`config.mk`:
```
export PLATFORM = sky130hd
export DESIGN_NAME = arkf_ctrl
export DESIGN_NICKNAME = d
export VERILOG_FILES = /design/src/arkf_pkg.sv /design/src/arkf_ctrl.sv
export SDC_FILE = /design/constraint.sdc
export NUM_CORES = 1
export LEC_CHECK = 0
export BUFFER_PORTS_ARGS = -buffer_cell sky130_fd_sc_hd__buf_2
export CAP_MARGIN = 20
export CORE_ASPECT_RATIO = 0.8
export CORE_MARGIN = 2
export CORE_UTILIZATION = 55
export CTS_CLUSTER_DIAMETER = 80
export CTS_CLUSTER_SIZE = 16
export DETAILED_ROUTE_END_ITERATION = 12
export PLACE_DENSITY = 0.79
export SYNTH_ARGS = -nofsm -noshare
export SYNTH_HDL_FRONTEND = slang
export SYNTH_SLANG_ARGS = --single-unit
```
`constraint.sdc`:
```
create_clock -name clk -period 3.8 [get_ports clk]
set_input_delay 0.57 -clock clk [delete_from_list [all_inputs] [get_ports clk]]
set_output_delay 0.57 -clock clk [all_outputs]
set_load 0.05 [all_outputs]
```
`src/arkf_pkg.sv`:
```
package arkf_pkg;

  localparam int unsigned CFG_ADDR_W = 4;

  // covariance, gain and time step fraction bits
  localparam int COV_FRAC_BITS = 24;

  localparam logic [1:0] REG_ANGLE_NOISE = 2'd0;
  localparam logic [1:0] REG_BIAS_NOISE  = 2'd1;
  localparam logic [1:0] REG_MEAS_NOISE  = 2'd2;

  localparam logic [31:0] ANGLE_NOISE_RST = 32'd16777;
  localparam logic [31:0] BIAS_NOISE_RST  = 32'd50332;
  localparam logic [31:0] MEAS_NOISE_RST  = 32'd503316;

  // datapath step codes
  typedef enum logic [4:0] {
    SP_NOP, SP_SETA, SP_RATE,
    SP_M1, SP_A1, SP_M2, SP_A2, SP_M3, SP_A3, SP_M4, SP_A4,
    SP_DIV0, SP_DIV1, SP_DRUN, SP_K0, SP_K1, SP_KZERO, SP_Y,
    SP_M5, SP_A5, SP_M6, SP_A6, SP_M7, SP_A7, SP_M8, SP_A8,
    SP_M9, SP_A9, SP_M10, SP_A10
  } step_t;

  typedef struct packed {
    step_t step;
    logic  load_in;
    logic  load_out;
  } cmd_t;

  typedef struct packed {
    logic s_pos;
    logic div_done;
  } sts_t;

endpackage

```
`src/arkf_ctrl.sv`:
```
module arkf_ctrl (
  input  logic           clk,
  input  logic           rst,
  input  logic           in_valid,
  input  logic           action,
  output logic           in_stall,
  output logic           out_valid,
  input  logic           out_stall,
  input  arkf_pkg::sts_t sts,
  output arkf_pkg::cmd_t cmd
);
  import arkf_pkg::*;

  typedef enum logic [1:0] {ST_IDLE, ST_RUN, ST_DIVW, ST_FIN} state_t;

  state_t state;
  step_t  step;
  logic   accept;
  logic   out_free;

  assign accept   = in_valid && (state == ST_IDLE);
  assign out_free = !out_valid || !out_stall;
  assign in_stall = (state != ST_IDLE);

  always_comb begin
    cmd.load_in  = accept;
    cmd.load_out = (state == ST_FIN) && out_free;
    case (state)
      ST_RUN:  cmd.step = step;
      ST_DIVW: cmd.step = SP_DRUN;
      default: cmd.step = SP_NOP;
    endcase
  end

  always_ff @(posedge clk) begin
    if (rst) begin
      state     <= ST_IDLE;
      step      <= SP_NOP;
      out_valid <= 1'b0;
    end else begin
      if (cmd.load_out) out_valid <= 1'b1;
      else if (out_valid && !out_stall) out_valid <= 1'b0;
      case (state)
        ST_IDLE: begin
          if (accept) begin
            state <= ST_RUN;
            step  <= action ? SP_SETA : SP_RATE;
          end
        end
        ST_RUN: begin
          case (step)
            SP_RATE:  step <= SP_M1;
            SP_M1:    step <= SP_A1;
            SP_A1:    step <= SP_M2;
            SP_M2:    step <= SP_A2;
            SP_A2:    step <= SP_M3;
            SP_M3:    step <= SP_A3;
            SP_A3:    step <= SP_M4;
            SP_M4:    step <= SP_A4;
            SP_A4:    step <= SP_DIV0;
            SP_DIV0, SP_DIV1: begin
              if (sts.s_pos) state <= ST_DIVW;
              else step <= SP_KZERO;
            end
            SP_K0:    step <= SP_DIV1;
            SP_K1:    step <= SP_Y;
            SP_KZERO: step <= SP_Y;
            SP_Y:     step <= SP_M5;
            SP_M5:    step <= SP_A5;
            SP_A5:    step <= SP_M6;
            SP_M6:    step <= SP_A6;
            SP_A6:    step <= SP_M7;
            SP_M7:    step <= SP_A7;
            SP_A7:    step <= SP_M8;
            SP_M8:    step <= SP_A8;
            SP_A8:    step <= SP_M9;
            SP_M9:    step <= SP_A9;
            SP_A9:    step <= SP_M10;
            SP_M10:   step <= SP_A10;
            default:  state <= ST_FIN;
          endcase
        end
        ST_DIVW: begin
          if (sts.div_done) begin
            state <= ST_RUN;
            step  <= (step == SP_DIV0) ? SP_K0 : SP_K1;
          end
        end
        ST_FIN: begin
          if (out_free) begin
            state <= ST_IDLE;
          end
        end
        default: state <= ST_IDLE;
      endcase
    end
  end

endmodule

```
==> impl_metrics.ini, run 1 <==
[synthesis]
syn_inst = 114
syn-cell-area_um2 = 920.9
avgSynthCellArea_um2 = 8.078
synthesis.nets = 126
synth_async_sr_flop_share_pct = 0
yosysUniqueCellTypes = 53
ys.flop_type = dfxtp_1
synth_warnings = 0
synth_top_area_share_pct = 17.39
ys_ff_latch = 8
synth_common_cells = dfxtp_1 (8), nor2_1 (8), nand2_1 (7), nand3_1 (6)
synth_area_leaders = dfxtp_1 (17%), ha_1 (6.8%), buf_6 (3.7%)
synth_edf_count = 0
yosysTopAreaCell = dfxtp_1
seq_area_frac_synth_pct = 17.39

[cells_and_area]
antennaDiodeCount = 0
drive_above_1_share_pct = 27.64
areaGrowthSynthToFinish_pct = 6.250
final_nets = 137
fill_cells = 157

[timing]
tightest_slew_ns = 0.6378
min_period_ns = 2.327
fin_ws_ns = 1.473
finalMaxSlewViolations = 0
layout_worst_path_cycle_share_pct = 61.24
rsz0062_at_grt = no
fmax_ghz = 0.4297
skew_ns = 0.01104
final_hold_viol_count = 0
fin_setup_tns_ns = 0
setup_viol = 0
slew_headroom_pct = 57.42

[critical_path]
arrival_ns = 1.76
reg2reg_slack_ns = 1.72
cp_max_fo = 16
criticalPathCategory = register to output pin
startpoint = state[1]
crit_path_end = cmd[2]
critPathLaunchType = register
r2r_cells = 7
required_ns = 3.23
cp-end-kind = output pin
r2r_end = step[3]
r2r_start = state[1]

[die]
ios = 16
die-width_um = 49.75
rows = 13
initial_core_util_pct = 57.77
die_h_um = 40.60
fp.dieArea_um2 = 2020
core_um2 = 1594

[detailed_routing]
wl_per_cell_um = 13.65
firstDrtPassIters = 4
ant_nets = 0
drc_errors = 0
avgViaCountPerCell = 5.931
first_iter_violations = 23
vias = 860
routed_wl_um = 1979

[run]
maxCapViolCount = 0

[grt]
grt_pass1_wl_um = 3167
grt_use_total_pct = 21.49
grt_pass1_vias = 700
grt_max_degree = 24
grt_antenna_before_repair = 0
gr-total-overflow = 0

[clocking]
cts.sinks = 8
cts_root_buf = clkbuf_4
cts.clk_slew.worst_paths_ns = 0.06
clockBufferDepth = 2
cts_buffers = 3
clk_latency_ns = 0.25
htreeDepth = 1
cts_hold_buf = 0
cts_resized = 0
post-cts-setup-buffers = 0
cts_tree = done

[pwr]
power_density_nw_per_um2 = 589.9
ir_drop_uv = 527.0
cellLeakagePower_nw = 0.4261

[placed_design]
dp.final_hpwl_um = 1433
port_buffers = 15
pre_cts_ws_ns = 1.763
gp_congestion = 0.8745

[hold_path]
worst_hold_path_type = register to register

[run_status]
outcome = finished, final reports clean
==> cells by family (layout without fill, tap and decap cells) <==
logic type / count (synthesis) / after routing / synth area share, %
compound gates: 35 / 35 / 28.94
xor+xnor: 1 / 1 / 0.9513
fa+ha+maj: 5 / 5 / 6.793
buf+inv: 14 / 23 / 9.374
flops: 8 / 8 / 17.39
mux: 2 / 2 / 2.174
simple gates: 49 / 49 / 34.38
==> worst max-delay path, cell delays in order (launching register included) <==
cell     delay, ns
dfxtp_1       0.34
inv_1         0.12
ha_1          0.51
a21oi_1       0.14
nor2b_1       0.13
buf_2         0.27
==> cell usage in the layout, fill, tap and decap left out, types with 2 or more instances in the layout <==
master	count
a21o_1	2
clkbuf_4	3
nand2_1	7
o22ai_1	3
or2b_2	2
and2_1	3
a22o_1	3
inv_1	5
ha_1	5
nand3_1	6
a21oi_1	5
mux2i_1	2
dfxtp_1	8
nor2b_1	5
o21ai_0	4
o211ai_1	2
buf_2	15
a21oi_2	2
nor2_1	8
o21ai_1	2
==> state kept, by name (all words and copies together) (netlist names) <==
register / flops
step: 5
state: 2
out_valid: 1
==> through the flow <==
step                cells  power (mW)  instance area, µm²  hold slack, ns  utilization (%)
global placement      142      0.5025               955.9          0.5067            59.97
finish                145      0.5772               978.4          0.5319            61.38
detailed placement    142      0.5109               955.9          0.5251            59.97
CTS                   145      0.5760               978.4          0.5379            61.38
floorplan             114      0.4566               920.9          0.5136                -
global route          145      0.6196               978.4          0.5709            61.38
==> layer usage <==
layer / share of wire [%] / vias up / global-route usage, %
li1: - / 433 / -
met2: 46 / 22 / 37.00
met5: 0 / - / 0
met4: 0.91 / 0 / 6.250
met1: 49 / 403 / 27.79
met3: 4.0 / 2 / 4.478
==> report_power, final <==
group	internal (mW)	switching (mW)
registers	0.103	0.0515
logic	0.146	0.214
clock network	0.0360	0.0269
total	0.285	0.292
==> worst min path at each step <==
stage / start / endpoint / slack (ns) / cells past startpoint
after floorplan: state[1] / state[1] / 0.51 / 2
after global placement: out_valid / out_valid / 0.51 / 2
after detailed placement: out_valid / out_valid / 0.53 / 2
after CTS: out_valid / out_valid / 0.54 / 2
after global routing: out_valid / out_valid / 0.57 / 2
final: out_valid / out_valid / 0.53 / 2
==> cell type report <==
class                           count  area [µm²]  area share (%)
Multi-Input combinational cell     92       674.4           68.93
Sequential cell                     8       160.2           16.37
Timing Repair Buffer               15       75.07           7.673
Tap cell                           22       27.53           2.813
Clock buffer                        3       22.52           2.302
Inverter                            5       18.77           1.918
Note: power is estimated with default switching activity, not from simulation.
==> run 2, diff against run 1 <==
==> constraint.sdc (replaced) <==
create_clock -name clk -period 2.3 [get_ports clk]
set_input_delay 0.345 -clock clk [delete_from_list [all_inputs] [get_ports clk]]
set_output_delay 0.345 -clock clk [all_outputs]
set_load 0.05 [all_outputs]
==> impl_metrics.ini, run 2 (synthesized netlist as in run 1, its figures left out) <==
[clocking]
cts_resized = 0
cts.clk_slew.worst_paths_ns = 0.05
cts_hold_buf = 0
cts_root_buf = clkbuf_4
cts_tree = done
clockBufferDepth = 2
cts_buffers = 3
clk_latency_ns = 0.26
cts.sinks = 8
post-cts-setup-buffers = 0
htreeDepth = 1

[critical_path]
cp-end-kind = output pin
criticalPathCategory = register to output pin
arrival_ns = 1.78
cp_max_fo = 16
r2r_start = state[1]
startpoint = state[1]
required_ns = 1.96
critPathLaunchType = register

[cells_and_area]
layout_commonest_cell = buf_2
drive_above_1_share_pct = 28.23
final_nets = 138
antennaDiodeCount = 0
layout_common_cells = buf_2 (15), nor2_1 (8), dfxtp_1 (8), nand2_1 (7), nand3_1 (6)
reg.largest.list = step: 5 flops, state: 2 flops, out_valid: 1 flops
top_register = step
final_cells = 146
fill_cells = 157
regArea_um2 = 160.2
fin_util_pct = 61.85
largest_register_ffs = 5
areaGrowthSynthToFinish_pct = 7.065
multi_input_area_um2 = 674.4

[die]
initial_core_util_pct = 57.77
die_h_um = 40.60
ios = 16
die-width_um = 49.75
rows = 13
core_um2 = 1594
fp.dieArea_um2 = 2020

[hold_path]
hp-start = out_stall
worst_hold_path_type = input pin to register

[timing]
final_hold_viol_count = 0
finalMaxSlewViolations = 0
slew_headroom_pct = 63.29
fmax_ghz = 0.4701
layout_worst_path_cycle_share_pct = 92.49
setup_viol = 0
rsz0062_at_grt = no
tightest_slew_ns = 0.5499
skew_ns = 0.004061
min_period_ns = 2.127
fin_setup_tns_ns = 0

[detailed_routing]
routed_wl_um = 2062
wl_per_cell_um = 14.12
avgViaCountPerCell = 5.993
first_iter_violations = 39
firstDrtPassIters = 4
drc_errors = 0
ant_nets = 0
vias = 875

[placed_design]
gp_congestion = 0.8460
place_inst = 143
dp.final_hpwl_um = 1504
port_buffers = 15

[grt]
grt_pass1_vias = 630
gr-total-overflow = 0
grt_pass1_wl_um = 2973
grt_max_degree = 20
grt_use_total_pct = 20.15
grt_antenna_before_repair = 0

[pwr]
ir_drop_uv = 507.9
cellLeakagePower_nw = 0.4315
power_density_nw_per_um2 = 981.4

[run]
maxCapViolCount = 0

[run_status]
outcome = finished, final reports clean
==> run 2: worst paths after layout <==
kind / end / slack (ns) / cells past startpoint
worst min register to register: out_valid / 0.53 / 2
worst min-delay path: out_valid / 0.35 / 3
worst max register to register: step[3] / 0.24 / 7
worst max-delay path: cmd[2] / 0.17 / 5
==> run 2: stage by stage <==
stage	instance area, µm²	hold WS, ns	total power, mW	setup slack [ns]
detailed placement	963.4	0.5286	0.8488	0.2565
CTS	985.9	0.3409	0.9628	0.2035
finish	985.9	0.3461	0.9676	0.1728
global route	985.9	0.3680	1.036	0.06622
global placement	963.4	0.5060	0.8354	0.3313
floorplan	920.9	0.4174	0.7544	0.2262
==> run 2: power by group <==
group / switching [mW] / internal (mW) / leakage (nW)
clock network: 0.0512 / 0.0599 / 0.0138
registers: 0.0808 / 0.169 / 0.0653
logic: 0.364 / 0.242 / 0.352
==> run 2: area by class of cell <==
class,instances,share of cell area [%]
clock buffer,3,2.284
multi-input combinational,92,68.40
tap,22,2.792
inverter,5,1.904
sequential,8,16.24
timing repair buffer,16,8.376
==> run 2: worst max-delay path, cell delays in order, from the launching register on <==
cell	delay, ns
dfxtp_1	0.34
inv_1	0.11
ha_1	0.51
a21oi_1	0.16
nor2b_1	0.13
buf_2	0.27
==> run 2: metal layers <==
layer  global-route usage, %  wire [µm]  up-vias
met5                       0          0        -
met4                   9.722         23        0
met3                   1.119        154        6
met2                   29.00        941       37
met1                   30.35        943      401
li1                        -          -      431
